$ cat config.mk
export PLATFORM = sky130hd
export DESIGN_NAME = header_field_compressor
export DESIGN_NICKNAME = d
export VERILOG_FILES = /design/src/rtl/core/hfc_pkg.sv /design/src/rtl/core/header_field_compressor.sv /design/src/rtl/core/hfc_list.sv
export SDC_FILE = /design/constraint.sdc
export NUM_CORES = 1
export LEC_CHECK = 0
export ABC_AREA = 1
export ABC_CLOCK_PERIOD_IN_PS = 14900
export BUFFER_PORTS_ARGS = -buffer_cell sky130_fd_sc_hd__buf_2
export CORE_ASPECT_RATIO = 1.25
export CORE_MARGIN = 2
export CORE_UTILIZATION = 45
export CTS_BUF_LIST = sky130_fd_sc_hd__clkbuf_4 sky130_fd_sc_hd__clkbuf_8
export CTS_CLUSTER_DIAMETER = 120
export CTS_CLUSTER_SIZE = 25
export DETAILED_ROUTE_END_ITERATION = 6
export PLACE_DENSITY = 0.63
export SETUP_SLACK_MARGIN = 0.4
export SLEW_MARGIN = 15
export SYNTH_ARGS = -nofsm -noshare
export SYNTH_HDL_FRONTEND = slang
export SYNTH_SLANG_ARGS = --single-unit
export TNS_END_PERCENT = 1
$ cat constraint.sdc
create_clock -name clk_i -period 14.9 [get_ports clk_i]
set_clock_uncertainty 0.2 [all_clocks]
set_input_delay 0.745 -clock clk_i [delete_from_list [all_inputs] [get_ports clk_i]]
set_output_delay 0.745 -clock clk_i [all_outputs]
set_load 0.02 [all_outputs]
$ cat src/rtl/core/hfc_pkg.sv
package hfc_pkg;

  // Compress searches only the first seven positions, since the offset has three bits.
  localparam int unsigned MaxOffset = 7;
  // Wide enough for any list position of the supported depths.
  localparam int unsigned PosW = 4;

  typedef enum logic [1:0] {
    LIST_HOLD,
    LIST_PUSH,
    LIST_MOVE
  } list_op_e;

  typedef struct packed {
    list_op_e         op;
    logic [PosW-1:0]  pos;
    logic [31:0]      value;
  } list_cmd_t;

  // Members run from the highest bits down, so the last field lands in bit 0.
  typedef struct packed {
    logic [31:0]        previous_target;
    logic [31:0]        previous_time;
    logic               target_flag_in;
    logic [31:0]        target_word;
    logic               time_flag_in;
    logic signed [15:0] time_offset_in;
    logic [31:0]        time_word;
    logic [2:0]         version_offset_in;
    logic signed [31:0] version_word;
    logic               has_previous;
  } in_item_t;

  typedef struct packed {
    logic               prev_hash_flag;
    logic               target_flag_out;
    logic [31:0]        target_out;
    logic               time_flag_out;
    logic signed [15:0] time_offset_out;
    logic [31:0]        time_out;
    logic [2:0]         version_offset_out;
    logic signed [31:0] version_out;
  } out_item_t;

  localparam int unsigned InDataW  = (($bits(in_item_t) + 7) / 8) * 8;
  localparam int unsigned OutDataW = (($bits(out_item_t) + 7) / 8) * 8;

endpackage

$ cat src/rtl/core/header_field_compressor.sv
// Channel       | Direction | Handshake                 | Contents
// s_axis        | in        | s_axis_tvalid/tready      | one header, packed in_item fields
// m_axis        | out       | m_axis_tvalid/tready      | one result, packed out_item fields
// APB           | in        | psel/penable/pwrite       | direction register at address 0
//
// An item passes through accept, time add and list update. Compress with a previous
// header also searches the list before the update, one entry a cycle through a single
// comparator, up to min(list fill, 7) compares.
// Reset clears the list fill count and the direction; list words are written before use.
// A result waits in the output register; the next item is taken meanwhile, but its
// list update holds until the output register is free.
module header_field_compressor #(
  parameter int unsigned LIST_DEPTH = 7
) (
  input  logic                         clk_i,
  input  logic                         rst_ni,
  input  logic                         s_axis_tvalid_i,
  output logic                         s_axis_tready_o,
  // has_previous, version_word, version_offset_in, time_word, time_offset_in,
  // time_flag_in, target_word, target_flag_in, previous_time, previous_target, zero pad
  input  logic [hfc_pkg::InDataW-1:0]  s_axis_tdata_i,
  output logic                         m_axis_tvalid_o,
  input  logic                         m_axis_tready_i,
  // version_out, version_offset_out, time_out, time_offset_out, time_flag_out,
  // target_out, target_flag_out, prev_hash_flag, zero pad
  output logic [hfc_pkg::OutDataW-1:0] m_axis_tdata_o,
  input  logic                         psel_i,
  input  logic                         penable_i,
  input  logic                         pwrite_i,
  input  logic [2:0]                   paddr_i,
  input  logic [31:0]                  pwdata_i,
  output logic [31:0]                  prdata_o,
  output logic                         pready_o
);

  localparam int unsigned IdxW = (LIST_DEPTH > 1) ? $clog2(LIST_DEPTH) : 1;
  localparam int unsigned CntW = $clog2(LIST_DEPTH + 1);

  localparam logic [1:0] StIdle   = 2'd0;
  localparam logic [1:0] StCalc   = 2'd1;
  localparam logic [1:0] StSearch = 2'd2;
  localparam logic [1:0] StUpdate = 2'd3;

  localparam logic [2:0] AddrDirection = 3'd0;

  logic [1:0]           state_q, state_d;
  hfc_pkg::in_item_t    in_q;
  hfc_pkg::out_item_t   out_q, out_d;
  logic                 out_valid_q;
  logic                 dir_q;
  logic [IdxW-1:0]      idx_q, idx_d;
  logic                 found_q, found_d;
  logic [32:0]          sum_q, sum_d;
  logic [32:0]          add_a, add_b;
  logic                 add_cin;
  hfc_pkg::list_cmd_t   cmd;
  logic [31:0]          rd_data;
  logic [CntW-1:0]      count;
  logic                 in_xfer, load, hit, last_cmp, fits, voff_ok;

  hfc_list #(.Depth(LIST_DEPTH)) u_list (
    .clk_i     (clk_i),
    .rst_ni    (rst_ni),
    .cmd_i     (cmd),
    .rd_idx_i  (idx_q),
    .rd_data_o (rd_data),
    .count_o   (count)
  );

  // Configuration port.
  assign pready_o = 1'b1;
  assign prdata_o = (paddr_i == AddrDirection) ? {31'd0, dir_q} : '0;

  always_ff @(posedge clk_i or negedge rst_ni) begin
    if (!rst_ni) begin
      dir_q <= 1'b0;
    end else if (psel_i && penable_i && pwrite_i && paddr_i == AddrDirection) begin
      dir_q <= pwdata_i[0];
    end
  end

  assign s_axis_tready_o = (state_q == StIdle);
  assign in_xfer         = s_axis_tvalid_i && s_axis_tready_o;
  assign load            = (state_q == StUpdate) && (!out_valid_q || m_axis_tready_i);

  // Shared adder: the time difference in compress, the time restore in uncompress.
  always_comb begin
    if (!dir_q) begin
      add_a   = {1'b0, in_q.time_word};
      add_b   = {1'b1, ~in_q.previous_time};
      add_cin = 1'b1;
    end else begin
      add_a   = {1'b0, in_q.previous_time};
      add_b   = {{17{in_q.time_offset_in[15]}}, in_q.time_offset_in};
      add_cin = 1'b0;
    end
  end

  assign hit      = (rd_data == in_q.version_word);
  assign last_cmp = (32'(idx_q) + 32'd1 >= 32'(count)) ||
                    (32'(idx_q) + 32'd1 >= hfc_pkg::MaxOffset);
  assign fits     = (sum_q[32:15] == '0) || (sum_q[32:15] == '1);
  assign voff_ok  = 32'(in_q.version_offset_in) <= 32'(count);

  always_comb begin
    state_d = state_q;
    idx_d   = idx_q;
    found_d = found_q;
    sum_d   = sum_q;
    case (state_q)
      StIdle: begin
        if (in_xfer) begin
          state_d = StCalc;
        end
      end
      StCalc: begin
        sum_d   = add_a + add_b + 33'(add_cin);
        found_d = 1'b0;
        if (dir_q) begin
          idx_d   = IdxW'(in_q.version_offset_in - 3'd1);
          state_d = StUpdate;
        end else begin
          idx_d   = '0;
          state_d = (in_q.has_previous && count != '0) ? StSearch : StUpdate;
        end
      end
      StSearch: begin
        if (hit) begin
          found_d = 1'b1;
          state_d = StUpdate;
        end else if (last_cmp) begin
          state_d = StUpdate;
        end else begin
          idx_d = idx_q + IdxW'(1);
        end
      end
      StUpdate: begin
        if (load) begin
          state_d = StIdle;
        end
      end
      default: state_d = StIdle;
    endcase
  end

  // Result and list update, applied at the edge that loads the output register.
  always_comb begin
    out_d                    = '0;
    out_d.version_out        = in_q.version_word;
    out_d.time_out           = in_q.time_word;
    out_d.target_out         = in_q.target_word;
    out_d.prev_hash_flag     = in_q.has_previous;
    cmd.op                   = hfc_pkg::LIST_PUSH;
    cmd.pos                  = hfc_pkg::PosW'(idx_q);
    cmd.value                = in_q.version_word;
    if (in_q.has_previous) begin
      if (!dir_q) begin
        if (found_q) begin
          out_d.version_offset_out = 3'(idx_q) + 3'd1;
          cmd.op                   = hfc_pkg::LIST_MOVE;
        end
        if (fits) begin
          out_d.time_offset_out = sum_q[15:0];
          out_d.time_flag_out   = 1'b1;
        end
        out_d.target_flag_out = (in_q.target_word == in_q.previous_target);
      end else begin
        if (in_q.version_offset_in != 3'd0) begin
          if (voff_ok) begin
            out_d.version_out = rd_data;
            cmd.op            = hfc_pkg::LIST_MOVE;
          end else begin
            cmd.op = hfc_pkg::LIST_HOLD;
          end
        end
        if (in_q.time_flag_in) begin
          out_d.time_out = sum_q[31:0];
        end
        if (in_q.target_flag_in) begin
          out_d.target_out = in_q.previous_target;
        end
        out_d.time_flag_out   = in_q.time_flag_in;
        out_d.target_flag_out = in_q.target_flag_in;
      end
    end
    if (!load) begin
      cmd.op = hfc_pkg::LIST_HOLD;
    end
  end

  always_ff @(posedge clk_i or negedge rst_ni) begin
    if (!rst_ni) begin
      state_q     <= StIdle;
      out_valid_q <= 1'b0;
      found_q     <= 1'b0;
      idx_q       <= '0;
    end else begin
      state_q <= state_d;
      found_q <= found_d;
      idx_q   <= idx_d;
      if (load) begin
        out_valid_q <= 1'b1;
      end else if (m_axis_tready_i) begin
        out_valid_q <= 1'b0;
      end
    end
  end

  always_ff @(posedge clk_i) begin
    sum_q <= sum_d;
    if (in_xfer) begin
      in_q <= s_axis_tdata_i[$bits(hfc_pkg::in_item_t)-1:0];
    end
    if (load) begin
      out_q <= out_d;
    end
  end

  assign m_axis_tvalid_o = out_valid_q;
  assign m_axis_tdata_o  = hfc_pkg::OutDataW'(out_q);

endmodule

$ cat src/rtl/core/hfc_list.sv
module hfc_list #(
  parameter int unsigned Depth = 7,
  localparam int unsigned IdxW = (Depth > 1) ? $clog2(Depth) : 1,
  localparam int unsigned CntW = $clog2(Depth + 1)
) (
  input  logic              clk_i,
  input  logic              rst_ni,
  input  hfc_pkg::list_cmd_t cmd_i,
  input  logic [IdxW-1:0]   rd_idx_i,
  output logic [31:0]       rd_data_o,
  output logic [CntW-1:0]   count_o
);

  logic [31:0]     entry_q [Depth];
  logic [CntW-1:0] count_q;
  logic [IdxW-1:0] move_idx;
  logic [31:0]     move_word;

  assign move_idx  = cmd_i.pos[IdxW-1:0];
  assign move_word = (32'(move_idx) < Depth) ? entry_q[move_idx] : '0;
  assign rd_data_o = (32'(rd_idx_i) < Depth) ? entry_q[rd_idx_i] : '0;
  assign count_o   = count_q;

  for (genvar g = 0; g < Depth; g++) begin : g_cell
    if (g == 0) begin : g_head
      always_ff @(posedge clk_i) begin
        case (cmd_i.op)
          hfc_pkg::LIST_PUSH: entry_q[0] <= cmd_i.value;
          hfc_pkg::LIST_MOVE: entry_q[0] <= move_word;
          default: ;
        endcase
      end
    end else begin : g_tail
      always_ff @(posedge clk_i) begin
        case (cmd_i.op)
          hfc_pkg::LIST_PUSH: entry_q[g] <= entry_q[g-1];
          hfc_pkg::LIST_MOVE: begin
            if (32'(g) <= 32'(cmd_i.pos)) begin
              entry_q[g] <= entry_q[g-1];
            end
          end
          default: ;
        endcase
      end
    end
  end

  always_ff @(posedge clk_i or negedge rst_ni) begin
    if (!rst_ni) begin
      count_q <= '0;
    end else if (cmd_i.op == hfc_pkg::LIST_PUSH && 32'(count_q) < Depth) begin
      count_q <= count_q + CntW'(1);
    end
  end

endmodule

==> run metrics <==
status complete, no violations; clock root buffer clkbuf_8; drt first pass iters 6; PD cells 175 mW/mm^2; Die H 270 um; layout cells sized above 1 16.4%; final worst slack 10090 ps; WP buf/inv 4; detailed-placement wirelength estimate 42700 um; # setup viols final 0; Clock transition at path regs 150 ps; Total Neg Setup Slack 0 ps; CP max-delay cell buf_4; nets 3022; final hold viol count 0; Post-synth ARST share 1.94%; Synth Cell Area 0.0255 mm^2; max-slew violation count 0; die area 0.0587 mm^2; gpl congestion 0.871; Arr. time, crit path 5020 ps; most used cell along the critical path o21ai_0; Worst Path Max Fanout 68; Crit. End Element flip-flop; initial core utilization 45.6%; Remaining Overflow, GRT 0; number of CTS-inserted buffers 26; area growth from synthesis to layout 16.5%; Slew Limit Headroom 24.4%; delay-heaviest family, CP compound AO/OA/AOI/OAI gates; chip width 217 um; largest net degree at the start of global routing 109; Post-synth EDFFs 557; Least-Margin Pin Slew 1130 ps; CTS tree done; port buffer count 313; critical path type flip-flop to flip-flop; DRC viols 0; Hold Startpoint s_axis_tdata_i[174]; Cell Rows 97; post-synthesis register bit count 568; synth cell count leaders 567 x nand2_1, 557 x edfxtp_1, 333 x inv_1, 202 x o21ai_0, 119 x nand3_1; vias in the first global route 17657; clk buf depth 3; ANT nets after route 0; min cycle time layout 4810 ps; top layer used by detailed routing met5; vias post-DR 17674; Clk Latency, worst-skew pair 680 ps; overall routed net length 63800 um; reg2reg start dir_q; fmax 208 MHz; initial antenna violation count 12; Crit. path cell count 17; Metal-1 WL 25400 um; worst-path cell chain buf_4 -> inv_2 -> buf_4 -> nand2_1 -> o21ai_0 -> fa_1 -> fa_1 -> inv_1 -> nand3_1 -> nand2_1 -> a21oi_1 -> o21ai_0 -> a21boi_0 -> o21ai_0 -> nand2_1 -> o21ai_0 -> xor2_1; Place WS 10080 ps; area of the core 0.0561 mm^2; CP startpoint kind flip-flop; area leader, netlist edfxtp_1; Leak 0.0124 uW; synth top area cells edfxtp_1 65%, nand2_1 8.3%, inv_1 4.9%; metal2 WL 32300 um; htree depth 1; clock sinks 568; WHS Path Cells 1; r2r endpoint sum_q[24]; Warnings, synthesis 0; crit-path max cell delay 550 ps; Min-Delay Path Class primary input to flip-flop; RSZ-0062 raised after global routing false; Seq/Total Area, Yosys 66.6%; worst-case hold path end point in_q[174]; maximum VDD drop 0.103 mV; post-synthesis cell type count 46; reg-to-reg slack, setup 10090 ps; top_reg_cell synth edfxtp_1; 1st-iter DRT viols 1210; Critical Path RT 15120 ps; Final Cycle Share 32.3%; syn avg cell area 11.0 um^2; Total GRT Usage 21.4%; I/O Pins 381; count leader, synth nand2_1; DR vias/cell 5.03; Post-Syn Instances 2322; met3 wire length 3870 um; max cap viols 0; Resized Gates After CTS 0; Worst R2R Path Depth 17; first-pass GRT wire length 97900 um; routed len/inst 18.2 um; share of the synthesized area in the top cell type 65.5%
## kinds of logic (layout without fill, tap and decap cells)
| kind of cell | Yosys count | count (layout) | share of synthesized area, % |
|---|---|---|---|
| compound gates | 315 | 315 | 6.85 |
| xor+xnor | 48 | 48 | 1.65 |
| other cells | 2 | 40 | 0.0294 |
| mux | 13 | 13 | 0.568 |
| flops | 568 | 568 | 66.6 |
| simple gates | 871 | 871 | 14.4 |
| buf+inv | 453 | 863 | 7.32 |
| fa+ha+maj | 52 | 52 | 2.61 |
## state kept, by name (all words and copies together), names as in the netlist
signal,flops
u_list.entry_q,224
in_q,150
m_axis_tdata_o,118
sum_q,33
cmd,32
idx_q,3
u_list.count_o,3
state_q,2
dir_q,1
found_q,1
m_axis_tvalid_o,1
## placed cells by master, fill, tap and decap left out, drive strengths merged, types with 6 or more instances in the layout
cell         Yosys  routed
nand2          568     568
edfxtp         557     557
inv            336     336
buf             64     334
o21ai          202     202
dlygate4sd3      0     144
nand3          119     119
nor2            80      80
ha              50      50
clkbuf          52      47
nand4           45      45
a21oi           45      45
or2             36      36
xor2            36      36
conb             2      34
o211ai          28      28
xnor2           12      12
mux2            12      12
dfrtp           11      11
nor3             8       8
nand3b           7       7
o22ai            7       7
diode            0       6
nor4             6       6
## how the worst max path moves through the flow
stage	start	to
2_1_floorplan	state_q[0]	cmd[0]
3_3_place_gp	dir_q	sum_q[24]
3_5_place_dp	dir_q	sum_q[24]
4_1_cts	dir_q	sum_q[24]
5_1_grt	dir_q	sum_q[24]
6_report	dir_q	sum_q[24]
## where the power goes
group          total (uW)  switching, uW  internal [uW]
sequential           2560            202           2350
combinational        1960           1390            570
clock                 695            473            222
total                5210           2060           3150
## metal layers
metal / vias up / global-route usage [%]
li1: 8604 / -
met1: 8410 / 26.4
met2: 533 / 37.9
met3: 115 / 3.55
met4: 12 / 7.35
met5: - / 0
## final cells by class
class                      count  area (um^2)
tap                          742          928
multi-input combinational   1333         6840
clock inverter                 1         8.76
clock buffer                  47          522
timing repair buffer         478         3170
fill                        4878        26300
inverter                     337         1270
antenna                        6         15.0
sequential                   568        17000
## what timing repair did
item | 4_1_cts | 5_1_grt
hold buffers | 144 | 0
buffers inserted | 0 | 0
setup endpoints to repair | 0 | 0
endpoints found under the hold margin | 154 | 0
## per-stage QoR
stage          power, uW  util, %  cells  area [um^2]  hold slack, ps
3_5_place_dp        4520     49.5   3314        27800             227
2_1_floorplan       3870        -   2354        25700             217
5_1_grt             5540     53.1   3511        29800            4.76
6_report            5210     53.1   3512        29800            49.7
3_3_place_gp        4470     49.5   3314        27800             224
4_1_cts             5240     53.0   3506        29700           0.240
(Power assumes the default switching activity.)
